$ cat config.mk
export PLATFORM = sky130hd
export DESIGN_NAME = direct_dft_engine
export DESIGN_NICKNAME = d
export VERILOG_FILES = /design/src/rtl/dde_pkg.sv /design/src/rtl/dde_sample_cell.sv /design/src/rtl/dde_mac.sv /design/src/rtl/direct_dft_engine.sv
export SDC_FILE = /design/constraint.sdc
export NUM_CORES = 2
export LEC_CHECK = 0
export ABC_AREA = 1
export BUFFER_PORTS_ARGS = -buffer_cell sky130_fd_sc_hd__buf_2
export CAP_MARGIN = 40
export CORE_UTILIZATION = 50
export CTS_BUF_LIST = sky130_fd_sc_hd__clkbuf_4
export DETAILED_ROUTE_END_ITERATION = 8
export HOLD_SLACK_MARGIN = 0.12
export PLACE_DENSITY_LB_ADDON = 0.25
export SLEW_MARGIN = 20
export SYNTH_ARGS = -nofsm -noshare
export SYNTH_HDL_FRONTEND = slang
export SYNTH_SLANG_ARGS = --single-unit
$ cat constraint.sdc
create_clock -name clock -period 69.3 [get_ports clock]
set_input_delay 3.465 -clock clock [delete_from_list [all_inputs] [get_ports clock]]
set_output_delay 3.465 -clock clock [all_outputs]
set_load 0.01 [all_outputs]
$ cat src/rtl/dde_pkg.sv
// shared constants, types and twiddle tables of the direct dft engine
package dde_pkg;

   localparam int POINTS            = 64;
   localparam int TWIDDLE_FRAC_BITS = 15;

   localparam int SAMPLE_WIDTH = 16;
   localparam int OUT_WIDTH    = 23;
   localparam int BIN_WIDTH    = 6;
   localparam int IDX_WIDTH    = (POINTS > 2) ? $clog2(POINTS) : 1;
   localparam int TW_WIDTH     = TWIDDLE_FRAC_BITS + 1;
   localparam int PROD_WIDTH   = SAMPLE_WIDTH + TW_WIDTH;
   localparam int ACC_WIDTH    = SAMPLE_WIDTH + TW_WIDTH + 2 + IDX_WIDTH;

   localparam logic [63:0] Q30_ONE     = 64'd1 << 30;
   localparam logic [63:0] HALF_PI_Q30 = 64'd1686629713;

   typedef struct packed {
      logic signed [SAMPLE_WIDTH-1:0] im;
      logic signed [SAMPLE_WIDTH-1:0] re;
   } sample_type;

   typedef struct packed {
      logic                 valid;
      logic                 first;
      logic                 last;
      logic [BIN_WIDTH-1:0] bin;
      logic                 last_bin;
   } mac_ctrl_type;

   typedef enum logic [0:0] {
      ST_IDLE,
      ST_COMPUTE
   } state_type;

   typedef logic [POINTS-1:0][TW_WIDTH-1:0] tw_table_type;

   // sin(num/POINTS * pi/2), truncating series in q30, rounded to the twiddle precision
   function automatic logic [63:0] quarter_sine(input logic [63:0] num);
      logic [63:0] x;
      logic [63:0] x2;
      logic [63:0] t;
      logic [63:0] s;
      x  = (num * HALF_PI_Q30) / POINTS;
      x2 = (x * x) >> 30;
      t  = Q30_ONE;
      t  = Q30_ONE - (((x2 * t) >> 30) / 64'd156);
      t  = Q30_ONE - (((x2 * t) >> 30) / 64'd110);
      t  = Q30_ONE - (((x2 * t) >> 30) / 64'd72);
      t  = Q30_ONE - (((x2 * t) >> 30) / 64'd42);
      t  = Q30_ONE - (((x2 * t) >> 30) / 64'd20);
      t  = Q30_ONE - (((x2 * t) >> 30) / 64'd6);
      s  = (x * t) >> 30;
      s  = (s + (64'd1 << (29 - TWIDDLE_FRAC_BITS))) >> (30 - TWIDDLE_FRAC_BITS);
      return s;
   endfunction

   function automatic logic [TW_WIDTH-1:0] tw_entry(input int m, input bit want_sin);
      int                 four;
      int                 r;
      logic [1:0]         qsel;
      logic signed [63:0] sm;
      logic signed [63:0] cm;
      logic signed [63:0] cv;
      logic signed [63:0] sv;
      logic signed [63:0] v;
      logic signed [63:0] top;
      four = 4 * m;
      qsel = 2'(four / POINTS);
      r    = four % POINTS;
      sm   = $signed(quarter_sine(64'(r)));
      cm   = $signed(quarter_sine(64'(POINTS - r)));
      case (qsel)
         2'd0: begin
            cv = cm;
            sv = sm;
         end
         2'd1: begin
            cv = -sm;
            sv = cm;
         end
         2'd2: begin
            cv = -cm;
            sv = -sm;
         end
         default: begin
            cv = sm;
            sv = -cm;
         end
      endcase
      top = (64'sd1 <<< TWIDDLE_FRAC_BITS) - 64'sd1;
      v   = want_sin ? sv : cv;
      if (v > top) begin
         v = top;
      end
      return TW_WIDTH'(v);
   endfunction

   function automatic tw_table_type build_table(input bit want_sin);
      tw_table_type tbl;
      int           i;
      for (i = 0; i < POINTS; i++) begin
         tbl[i] = tw_entry(i, want_sin);
      end
      return tbl;
   endfunction

   localparam tw_table_type TW_COS = build_table(1'b0);
   localparam tw_table_type TW_SIN = build_table(1'b1);

endpackage

$ cat src/rtl/dde_sample_cell.sv
// one cell of the sample ring: holds a sample and passes it on when shifted
module dde_sample_cell (
   input  logic                clock,
   input  logic                shift,
   input  dde_pkg::sample_type d,
   output dde_pkg::sample_type q
);

   dde_pkg::sample_type sample_ff;
   dde_pkg::sample_type sample_in;

   always_comb begin
      sample_in = shift ? d : sample_ff;
   end

   always_ff @(posedge clock) begin
      sample_ff <= sample_in;
   end

   assign q = sample_ff;

endmodule

$ cat src/rtl/dde_mac.sv
// complex multiply-accumulate with rescale and saturation of each bin
module dde_mac (
   input  logic                                 clock,
   input  logic                                 reset,
   input  dde_pkg::mac_ctrl_type                ctrl,
   input  dde_pkg::sample_type                  sample,
   input  logic signed [dde_pkg::TW_WIDTH-1:0]  tw_cos,
   input  logic signed [dde_pkg::TW_WIDTH-1:0]  tw_sin,
   output logic                                 out_strobe,
   output logic signed [dde_pkg::OUT_WIDTH-1:0] out_real,
   output logic signed [dde_pkg::OUT_WIDTH-1:0] out_imag,
   output logic [dde_pkg::BIN_WIDTH-1:0]        out_index,
   output logic                                 out_last
);

   localparam int PW = dde_pkg::PROD_WIDTH;
   localparam int AW = dde_pkg::ACC_WIDTH;
   localparam int FB = dde_pkg::TWIDDLE_FRAC_BITS;
   localparam logic signed [AW:0] SAT_HI = (AW+1)'(2 ** (dde_pkg::OUT_WIDTH - 1) - 1);
   localparam logic signed [AW:0] SAT_LO = (AW+1)'(-(2 ** (dde_pkg::OUT_WIDTH - 1)));
   localparam logic signed [AW:0] ROUND  = (AW+1)'(2 ** (FB - 1));

   dde_pkg::mac_ctrl_type ctrl1_ff, ctrl1_in;
   dde_pkg::mac_ctrl_type ctrl2_ff, ctrl2_in;

   logic signed [PW-1:0] p_rc_ff, p_rc_in;
   logic signed [PW-1:0] p_is_ff, p_is_in;
   logic signed [PW-1:0] p_ic_ff, p_ic_in;
   logic signed [PW-1:0] p_rs_ff, p_rs_in;

   logic signed [AW-1:0] acc_re_ff, acc_re_in;
   logic signed [AW-1:0] acc_im_ff, acc_im_in;
   logic signed [AW-1:0] base_re;
   logic signed [AW-1:0] base_im;

   logic                                 strobe_ff, strobe_in;
   logic signed [dde_pkg::OUT_WIDTH-1:0] real_ff, real_in;
   logic signed [dde_pkg::OUT_WIDTH-1:0] imag_ff, imag_in;
   logic [dde_pkg::BIN_WIDTH-1:0]        index_ff, index_in;
   logic                                 last_ff, last_in;

   function automatic logic signed [dde_pkg::OUT_WIDTH-1:0] rescale(
      input logic signed [AW-1:0] acc
   );
      logic signed [AW:0] v;
      v = ($signed({acc[AW-1], acc}) + ROUND) >>> FB;
      if (v > SAT_HI) begin
         v = SAT_HI;
      end else if (v < SAT_LO) begin
         v = SAT_LO;
      end
      return v[dde_pkg::OUT_WIDTH-1:0];
   endfunction

   // products
   always_comb begin
      ctrl1_in = ctrl;
      p_rc_in  = PW'(sample.re * tw_cos);
      p_is_in  = PW'(sample.im * tw_sin);
      p_ic_in  = PW'(sample.im * tw_cos);
      p_rs_in  = PW'(sample.re * tw_sin);
   end

   // accumulate, cleared on the first term of each bin
   always_comb begin
      ctrl2_in  = ctrl1_ff;
      base_re   = ctrl1_ff.first ? '0 : acc_re_ff;
      base_im   = ctrl1_ff.first ? '0 : acc_im_ff;
      acc_re_in = acc_re_ff;
      acc_im_in = acc_im_ff;
      if (ctrl1_ff.valid) begin
         acc_re_in = base_re + AW'(p_rc_ff) + AW'(p_is_ff);
         acc_im_in = base_im + AW'(p_ic_ff) - AW'(p_rs_ff);
      end
   end

   // result beat
   always_comb begin
      strobe_in = ctrl2_ff.valid && ctrl2_ff.last;
      real_in   = real_ff;
      imag_in   = imag_ff;
      index_in  = index_ff;
      last_in   = last_ff;
      if (strobe_in) begin
         real_in  = rescale(acc_re_ff);
         imag_in  = rescale(acc_im_ff);
         index_in = ctrl2_ff.bin;
         last_in  = ctrl2_ff.last_bin;
      end
   end

   always_ff @(posedge clock) begin
      if (reset) begin
         ctrl1_ff  <= '0;
         ctrl2_ff  <= '0;
         strobe_ff <= 1'b0;
      end else begin
         ctrl1_ff  <= ctrl1_in;
         ctrl2_ff  <= ctrl2_in;
         strobe_ff <= strobe_in;
      end
   end

   always_ff @(posedge clock) begin
      p_rc_ff   <= p_rc_in;
      p_is_ff   <= p_is_in;
      p_ic_ff   <= p_ic_in;
      p_rs_ff   <= p_rs_in;
      acc_re_ff <= acc_re_in;
      acc_im_ff <= acc_im_in;
      real_ff   <= real_in;
      imag_ff   <= imag_in;
      index_ff  <= index_in;
      last_ff   <= last_in;
   end

   assign out_strobe = strobe_ff;
   assign out_real   = real_ff;
   assign out_imag   = imag_ff;
   assign out_index  = index_ff;
   assign out_last   = last_ff;

endmodule

$ cat src/rtl/direct_dft_engine.sv
// top level of the direct dft engine: sample ring, sequencer and mac
//
// Usage: one complex sample is taken per beat on start/req_sample_*, accepted at a
// rising edge with start high and busy low. Samples fill a ring of POINTS cells in
// arrival order; a beat that does not complete a frame leaves busy low.
// The beat that completes a frame raises busy while the ring rotates once per bin
// past a single complex multiply-accumulate, one term a cycle; the twiddle index
// steps by k each cycle, modulo POINTS.
// Bin k appears on rsp_* for one cycle with rsp_strobe high; rsp_last_bin marks
// the final bin. Throughput is set by the one shared multiply-accumulate: samples
// of the next frame are not taken while busy is high.
// Loading of the next frame may start as soon as busy falls.
// The receiver cannot stall: every result beat is taken in its cycle.
// Reset (synchronous) empties the pipeline and restarts the frame at sample 0;
// sample contents are not cleared.
module direct_dft_engine (
   input  logic                                 clock,
   input  logic                                 reset,
   input  logic                                 start,
   output logic                                 busy,
   input  logic signed [dde_pkg::SAMPLE_WIDTH-1:0] req_sample_real,
   input  logic signed [dde_pkg::SAMPLE_WIDTH-1:0] req_sample_imag,
   output logic                                 rsp_strobe,
   output logic signed [dde_pkg::OUT_WIDTH-1:0] rsp_bin_real,
   output logic signed [dde_pkg::OUT_WIDTH-1:0] rsp_bin_imag,
   output logic [dde_pkg::BIN_WIDTH-1:0]        rsp_bin_index,
   output logic                                 rsp_last_bin
);

   localparam int N  = dde_pkg::POINTS;
   localparam int IW = dde_pkg::IDX_WIDTH;
   localparam logic [IW-1:0] IDX_LAST = IW'(N - 1);
   localparam logic [IW:0]   IDX_MOD  = (IW+1)'(N);

   dde_pkg::state_type state_ff, state_in;

   logic [IW-1:0] pos_ff, pos_in;
   logic [IW-1:0] k_ff, k_in;
   logic [IW-1:0] n_ff, n_in;
   logic [IW-1:0] m_ff, m_in;
   logic [IW:0]   m_sum;

   logic accept;
   logic frame_done;
   logic feed;
   logic n_last;
   logic k_last;
   logic shift;

   dde_pkg::sample_type   cell_q [N];
   dde_pkg::sample_type   tail_d;
   dde_pkg::sample_type   new_sample;
   dde_pkg::mac_ctrl_type ctrl;

   logic signed [dde_pkg::TW_WIDTH-1:0] tw_cos;
   logic signed [dde_pkg::TW_WIDTH-1:0] tw_sin;

   assign accept     = start && !busy;
   assign frame_done = accept && (pos_ff == IDX_LAST);
   assign n_last     = (n_ff == IDX_LAST);
   assign k_last     = (k_ff == IDX_LAST);

   // next state
   always_comb begin
      state_in = state_ff;
      case (state_ff)
         dde_pkg::ST_IDLE: begin
            if (frame_done) begin
               state_in = dde_pkg::ST_COMPUTE;
            end
         end
         dde_pkg::ST_COMPUTE: begin
            if (n_last && k_last) begin
               state_in = dde_pkg::ST_IDLE;
            end
         end
         default: begin
            state_in = dde_pkg::ST_IDLE;
         end
      endcase
   end

   // state outputs
   always_comb begin
      busy = 1'b0;
      feed = 1'b0;
      case (state_ff)
         dde_pkg::ST_IDLE: begin
            busy = 1'b0;
            feed = 1'b0;
         end
         dde_pkg::ST_COMPUTE: begin
            busy = 1'b1;
            feed = 1'b1;
         end
         default: begin
            busy = 1'b0;
            feed = 1'b0;
         end
      endcase
   end

   // counters
   always_comb begin
      pos_in = pos_ff;
      if (accept) begin
         pos_in = (pos_ff == IDX_LAST) ? '0 : pos_ff + 1'b1;
      end
      m_sum = {1'b0, m_ff} + {1'b0, k_ff};
      k_in  = k_ff;
      n_in  = n_ff;
      m_in  = m_ff;
      if (feed) begin
         n_in = n_last ? '0 : n_ff + 1'b1;
         if (n_last) begin
            k_in = k_last ? '0 : k_ff + 1'b1;
            m_in = '0;
         end else if (m_sum >= IDX_MOD) begin
            m_in = IW'(m_sum - IDX_MOD);
         end else begin
            m_in = m_sum[IW-1:0];
         end
      end
   end

   always_ff @(posedge clock) begin
      if (reset) begin
         state_ff <= dde_pkg::ST_IDLE;
         pos_ff   <= '0;
         k_ff     <= '0;
         n_ff     <= '0;
         m_ff     <= '0;
      end else begin
         state_ff <= state_in;
         pos_ff   <= pos_in;
         k_ff     <= k_in;
         n_ff     <= n_in;
         m_ff     <= m_in;
      end
   end

   // sample ring
   assign new_sample.re = req_sample_real;
   assign new_sample.im = req_sample_imag;
   assign tail_d        = feed ? cell_q[0] : new_sample;
   assign shift         = accept || feed;

   for (genvar i = 0; i < N; i++) begin : g_cell
      if (i == N - 1) begin : g_tail
         dde_sample_cell u_cell (
            .clock (clock),
            .shift (shift),
            .d     (tail_d),
            .q     (cell_q[i])
         );
      end else begin : g_body
         dde_sample_cell u_cell (
            .clock (clock),
            .shift (shift),
            .d     (cell_q[i+1]),
            .q     (cell_q[i])
         );
      end
   end

   assign tw_cos = $signed(dde_pkg::TW_COS[m_ff]);
   assign tw_sin = $signed(dde_pkg::TW_SIN[m_ff]);

   always_comb begin
      ctrl.valid    = feed;
      ctrl.first    = (n_ff == '0);
      ctrl.last     = n_last;
      ctrl.bin      = dde_pkg::BIN_WIDTH'(k_ff);
      ctrl.last_bin = k_last;
   end

   dde_mac u_mac (
      .clock      (clock),
      .reset      (reset),
      .ctrl       (ctrl),
      .sample     (cell_q[0]),
      .tw_cos     (tw_cos),
      .tw_sin     (tw_sin),
      .out_strobe (rsp_strobe),
      .out_real   (rsp_bin_real),
      .out_imag   (rsp_bin_imag),
      .out_index  (rsp_bin_index),
      .out_last   (rsp_last_bin)
   );

endmodule

After elaboration in Yosys (flattened, before gate mapping)
Memories as Yosys holds them, arrays and structs flattened. A register that Yosys moved wholly into a read port is not among the register bits.
Cells that the tools add are included.
{"block": "totals", "reg_bits": 2354, "rom_bits": 2048, "in_bits": 35, "out_inout_bits": 55, "word_cells": 208, "mem_count": 2}
{"block": "classes", "n_addsub": 11, "multipliers": 4, "magnitude_cmp": 6, "eq_ne": 3, "mux": 20, "bitwise": 1, "reduce_logical": 8}
{"memory": "(no name shown)", "depth": 64, "word_bits": 16, "rd": 1, "rd_ports_with_merged_regs": 1, "wr": 0, "line": "direct_dft_engine.sv:167", "rtl": "assign tw_sin = $signed(dde_pkg::TW_SIN[m_ff]);"}
{"memory": "(no name shown)", "depth": 64, "word_bits": 16, "rd": 1, "rd_ports_with_merged_regs": 1, "wr": 0, "line": "direct_dft_engine.sv:166", "rtl": "assign tw_cos = $signed(dde_pkg::TW_COS[m_ff]);"}
{"operator": "multiplier 16 x 16 -> 32 bit", "n": 4}
{"operator": "adder 40 x 32 -> 40 bit", "n": 3}
{"operator": "adder 40 x 16 -> 41 bit (second input constant)", "n": 2}
{"operator": "2-to-1 mux 40 bit", "n": 2}
{"operator": "2-to-1 mux 6 bit", "n": 9}
{"operator": "> comparator 26 x 23 -> 1 bit (second input constant)", "n": 2}
{"operator": "< comparator 26 x 23 -> 1 bit (second input constant)", "n": 2}
{"operator": "2-to-1 mux 23 bit", "n": 2}
{"operator": "subtractor 40 x 32 -> 40 bit", "n": 1}
{"operator": "2-to-1 mux 16 bit", "n": 2}
{"operator": "2-to-1 mux 32 bit", "n": 1}
{"operator": "adder 6 x 1 -> 6 bit (second input constant)", "n": 3}
{"operator": "== test 6 bit (second input constant)", "n": 3}
{"operator": "adder 6 x 6 -> 7 bit", "n": 1}
{"operator": "greater-or-equal comparator 7 bit (second input constant)", "n": 1}
{"operator": "< comparator 6 x 7 -> 1 bit (second input constant)", "n": 1}
{"operator": "logical NOT 6 bit", "n": 1}
{"operator": "subtractor 6 x 1 -> 6 bit (second input constant)", "n": 1}
{"operator": "logical AND 1 bit", "n": 4}
{"operator": "case mux 1 bit (2 select lines)", "n": 2}
{"operator": "2-to-1 mux 1 bit", "n": 2}
{"operator": "AND reduction 2 bit", "n": 1}
{"operator": "logical NOT 1 bit", "n": 1}
{"operator": "logical OR 1 bit", "n": 1}
{"operator": "NOT 1 bit", "n": 1}

Depth between registers and ports, before layout
{"block": "depth", "ltp_word": 7, "ltp_mapped": 27, "depth_no_buf": 25}

Cells and area by module
From an unflattened synthesis, not the netlist that was laid out.
{"block": "unflattened", "cells_unflattened": 10574, "area_unflattened_um2": 125377.7}
{"mod": "dde_sample_cell", "n_inst": 64, "cells_per_inst": 32, "area_each_um2": 960.9, "seq_area_each_um2": 960.9}
{"mod": "dde_mac", "n_inst": 1, "cells_per_inst": 7738, "area_each_um2": 59281.9, "seq_area_each_um2": 6956.7}
{"mod": "direct_dft_engine", "n_inst": 1, "cells_per_inst": 788, "area_each_um2": 4596.9, "seq_area_each_um2": 1141.1}

Worst setup path after synthesis
OpenSTA, ideal clock, no wires.
{"block": "synth_path", "path_type": "in2reg", "from": "input start", "to": "register g_cell[0].g_body.u_cell.sample_ff (netlist bit g_cell[0].g_body.u_cell.q[0]) (enable)", "t_arrival_ns": 36.344, "required_ns": 55.530, "path_slack_ns": 19.185, "path_stages": 2, "cell_sequence": "inv_1 nand2_1"}
{"block": "synth_between", "elab_chain_cells": 2}
{"item": "start: declaration", "line": "direct_dft_engine.sv:19", "rtl": "input logic start,"}
{"item": "logical AND 1 bit", "line": "direct_dft_engine.sv:58", "rtl": "assign accept = start && !busy;"}
{"item": "logical OR 1 bit", "line": "direct_dft_engine.sv:146", "rtl": "assign shift = accept || feed;"}
{"item": "named net g_cell[0].g_body.u_cell.shift", "line": "dde_sample_cell.sv:4", "rtl": "input logic shift,"}
{"item": "end signal: assignment", "line": "dde_sample_cell.sv:17", "rtl": "sample_ff <= sample_in;"}
{"item": "end: declaration", "line": "dde_sample_cell.sv:9", "rtl": "dde_pkg::sample_type sample_ff;"}
The timed path passes the listed nets, and every way through them passes these cells.
A chain may end at the register's enable or synchronous reset.

Worst setup path after layout
{"block": "layout_path", "from": "input start", "to": "register g_cell[5].g_body.u_cell.sample_ff (netlist bit g_cell[5].g_body.u_cell.q[24]) (enable)"}
{"block": "layout_between", "elab_chain_cells": 2}
{"item": "logical AND 1 bit", "line": "direct_dft_engine.sv:58"}
{"item": "logical OR 1 bit", "line": "direct_dft_engine.sv:146"}
{"item": "named net g_cell[0].g_body.u_cell.shift", "line": "dde_sample_cell.sv:4"}
{"item": "end signal: assignment", "line": "dde_sample_cell.sv:17"}
{"item": "end: declaration", "line": "dde_sample_cell.sv:9"}
The timed path passes the listed nets, and every way through them passes these cells.

==> flow_metrics.py <==
metrics = {
    "drt": {
        "dr.pass1.iters": 6,
        "drt-vias-per-instance": 5.05,
        "drt-initial-drc-count": 5844,
        "routedWlPerCell_um": 18.2,
        "drc": 0,
        "vias": 72500,
        "routed_wl_mm": 261,
        "postRouteAntennaNets": 0,
    },
    "die": {
        "rows": 182,
        "die_w_um": 500,
        "num_io_pins": 90,
        "die_area_um2": 250000,
        "die_h_um": 500,
        "start_util_pct": 50.3,
        "core_area_um2": 246000,
    },
    "critical_path": {
        "start_kind": "primary input",
        "path_max_fanout": 67,
        "end_kind": "flip-flop",
        "required_ns": 70.27,
        "arrival_ns": 8.14,
        "reg2reg_from": "tw_cos[2]$_DFF_P_",
        "path_class": "in -> reg",
        "startpoint": "start",
        "ff2ff_setup_slack_ns": 62.59,
    },
    "sta": {
        "setup_viol": 0,
        "hold_viol": 0,
        "maxSlewHeadroom_pct": 31.6,
        "final_max_slew_viol_count": 0,
        "worst_pin_slew_ns": 1.03,
        "period_minus_slack_ns": 7.17,
        "finClkSkew_ns": 0.195,
        "rsz0062_at_grt": "false",
        "fmax_mhz": 139,
        "finalSetupTns_ns": 0,
        "finalCritPeriodShare_pct": 10.3,
    },
    "cells_and_area": {
        "postLayoutCellArea_um2": 136000,
        "syn_to_final_growth_pct": 9.88,
        "layout-drive-gt1-share_pct": 10.4,
        "finish.net_count": 12300,
    },
    "yosys": {
        "synth_cell_types": 47,
        "async_flop_share_pct": 0,
        "syn-instance-count": 10100,
        "synth_edf_count": 2181,
        "yosys_warnings": 0,
        "synth-simple-area-share_pct": 9.72,
        "synth.area.top_cells": "edfxtp_1, fa_1, inv_1, nand2_1, ha_1",
        "syn_area_um2": 124000,
        "synth_top_cell_area_share_pct": 52.9,
        "synth_compound_area_share_pct": 2.41,
        "synth_top_family_by_area": "adder cells",
        "netlist.top_cell.by_area": "edfxtp_1",
        "syn-num-nets": 11700,
        "avgSynthCellArea_um2": 12.2,
        "synth_xor_area_share_pct": 1.75,
        "ys_seq_area_share_pct": 56.2,
        "synthFlopType": "edfxtp_1",
        "muxShareOfSynthArea_pct": 0,
        "synth-adder-area-share_pct": 22.5,
        "synth_seq_cells": 2386,
    },
    "power_and_ir_drop": {
        "max-vdd-ir-drop_v": 0.0000892,
        "p_leak_nw": 61.5,
        "p_per_area_nw_per_um2": 45.5,
    },
    "global_route": {
        "grt_usage_pct": 21.5,
        "antenna_found_initial": 17,
        "grt_first_pass_wirelength_mm": 416,
        "grt_pass1_vias": 75200,
        "gr-total-overflow": 0,
        "grt_max_degree": 211,
    },
    "clock_tree": {
        "cts_buffer_depth": 4,
        "cts_tree": "built",
        "ctsRootBufferMaster": "clkbuf_4",
        "cts.clk_slew.worst_paths_ns": 0.07,
        "htreeDepth": 6,
        "cts_setup_buffers": 0,
        "clock-sinks": 2386,
        "insertion_delay_ns": 1.40,
        "cts-buffers-inserted": 599,
        "cts_resized": 0,
        "postCtsHoldBufs": 0,
    },
    "placed_design": {
        "dpl_cell_area_um2": 129000,
        "portBuffers": 89,
        "place_hpwl_mm": 182,
        "gp_congestion": 0.929,
    },
    "status": {
        "status": "completed",
    },
    "run": {
        "maxCapViolCount": 0,
    },
    "worst_hold_path": {
        "min_from": "g_cell[52].g_body.u_cell.q[8]$_DFFE_PP_",
        "worstHoldPathType": "reg -> reg",
    },
}
[cells in the final DEF (no fill, tap or decap), types with 15 or more instances in the layout]
master       n
inv_1     2133
a21oi_1    236
ha_1       427
nor3_1      79
buf_4       81
o21bai_1    31
dfxtp_1    184
clkbuf_4   844
nand2_1   2025
nand4_1     46
buf_2       89
dfxtp_2     20
clkinv_2    17
xor2_1     161
xnor2_1     86
buf_16      23
nor4_1      17
edfxtp_1  2181
nor2_1     432
nand3_1    364
a21o_1      29
clkinv_1    86
a31oi_1     15
fa_1      1128
o21ai_0    171
[routing by layer]
| layer | track usage (%) | wire, um |
|---|---|---|
| met2 | 30.8 | 112000 |
| met3 | 4.91 | 20700 |
| met4 | 7.83 | 8010 |
| met1 | 32.2 | 121000 |
| met5 | 0 | 0 |
[flip-flops by register name (all words and copies together) (netlist names), 9 cells and up]
name and cells:
u_mac.out_imag 23, u_mac.acc_im_ff 40, g_cell.g_tail.u_cell.q 32, u_mac.p_rc_ff 32, tw_sin 16, u_mac.ctrl2_ff 9
u_mac.acc_re_ff 40, u_mac.p_rs_ff 32, tw_cos 16, u_mac.out_real 23, u_mac.p_ic_ff 32, u_mac.p_is_ff 32
g_cell.g_body.u_cell.q 2016, u_mac.ctrl1_ff 10
[final cells by class]
type / instances / area (um^2)
tap: 3312 / 4140
timing repair buffer: 208 / 1960
fill: 20600 / 110000
multi-input combinational: 5329 / 45100
inverter: 2138 / 8030
antenna: 11 / 27.5
clock inverter: 134 / 908
sequential: 2386 / 69600
clock buffer: 844 / 6340
[critical path, cell delays in order]
cell,delay [ns]
buf_2,0.09
inv_1,0.08
nand2_4,0.56
buf_4,0.75
buf_4,0.70
buf_4,0.28
buf_16,0.30
buf_4,0.35
buf_4,0.41
buf_16,0.33
buf_4,0.31
buf_16,0.29
[Yosys cell counts (12+ instances only)]
cell type     n
o211ai_1     14
fa_1       1128
nand4_1      46
inv_1      2136
o21ai_0     171
nor2_1      432
a21oi_1     237
o21bai_1     31
nor3_1       79
nand3_1     364
nor4_1       17
clkbuf_1    231
a31oi_1      15
ha_1        427
nand2_1    2026
xor2_1      161
xnor2_1      86
a21o_1       29
buf_6        12
buf_2        20
dfxtp_1     205
edfxtp_1   2181
[where the power goes]
part           internal, mW  switching (mW)
logic                  1.09            2.19
clock network         0.606           0.536
registers              1.73          0.0347
[final timing paths]
| check | cells past startpoint | to |
|---|---|---|
| setup / recovery | 12 | g_cell[5].g_body.u_cell.q[24]$_DFFE_PP_ |
| hold / removal | 0 | g_cell[51].g_body.u_cell.q[8]$_DFFE_PP_ |
| setup reg to reg | 18 | u_mac.p_rc_ff[31]$_DFF_P_ |
| hold reg to reg | 0 | g_cell[51].g_body.u_cell.q[8]$_DFFE_PP_ |
[kinds of logic (layout without fill, tap and decap cells)]
kind of cell,after synthesis,after routing
AOI/OAI and AO/OA,535,535
xor gates and xnor gates,247,247
adders and majority gates,1555,1555
buffers and inverters,2417,3324
DFF,2386,2386
other,0,11
and+or+nand+nor,2992,2992
[per-stage QoR]
step | instances | power [mW] | hold slack, ns | utilization (%) | setup WS, ns
after CTS | 14300 | 6.21 | 0.279 | 55.2 | 61.77
after global routing | 14400 | 6.69 | 0.296 | 55.3 | 61.90
final | 14400 | 6.20 | 0.292 | 55.3 | 62.13
after global placement | 13300 | 5.03 | 0.391 | 52.0 | 59.60
after detailed placement | 13400 | 5.03 | 0.393 | 52.3 | 60.21
after floorplan | 10100 | 4.10 | 0.386 | - | 19.19
Note: power is estimated with default switching activity, not from simulation.
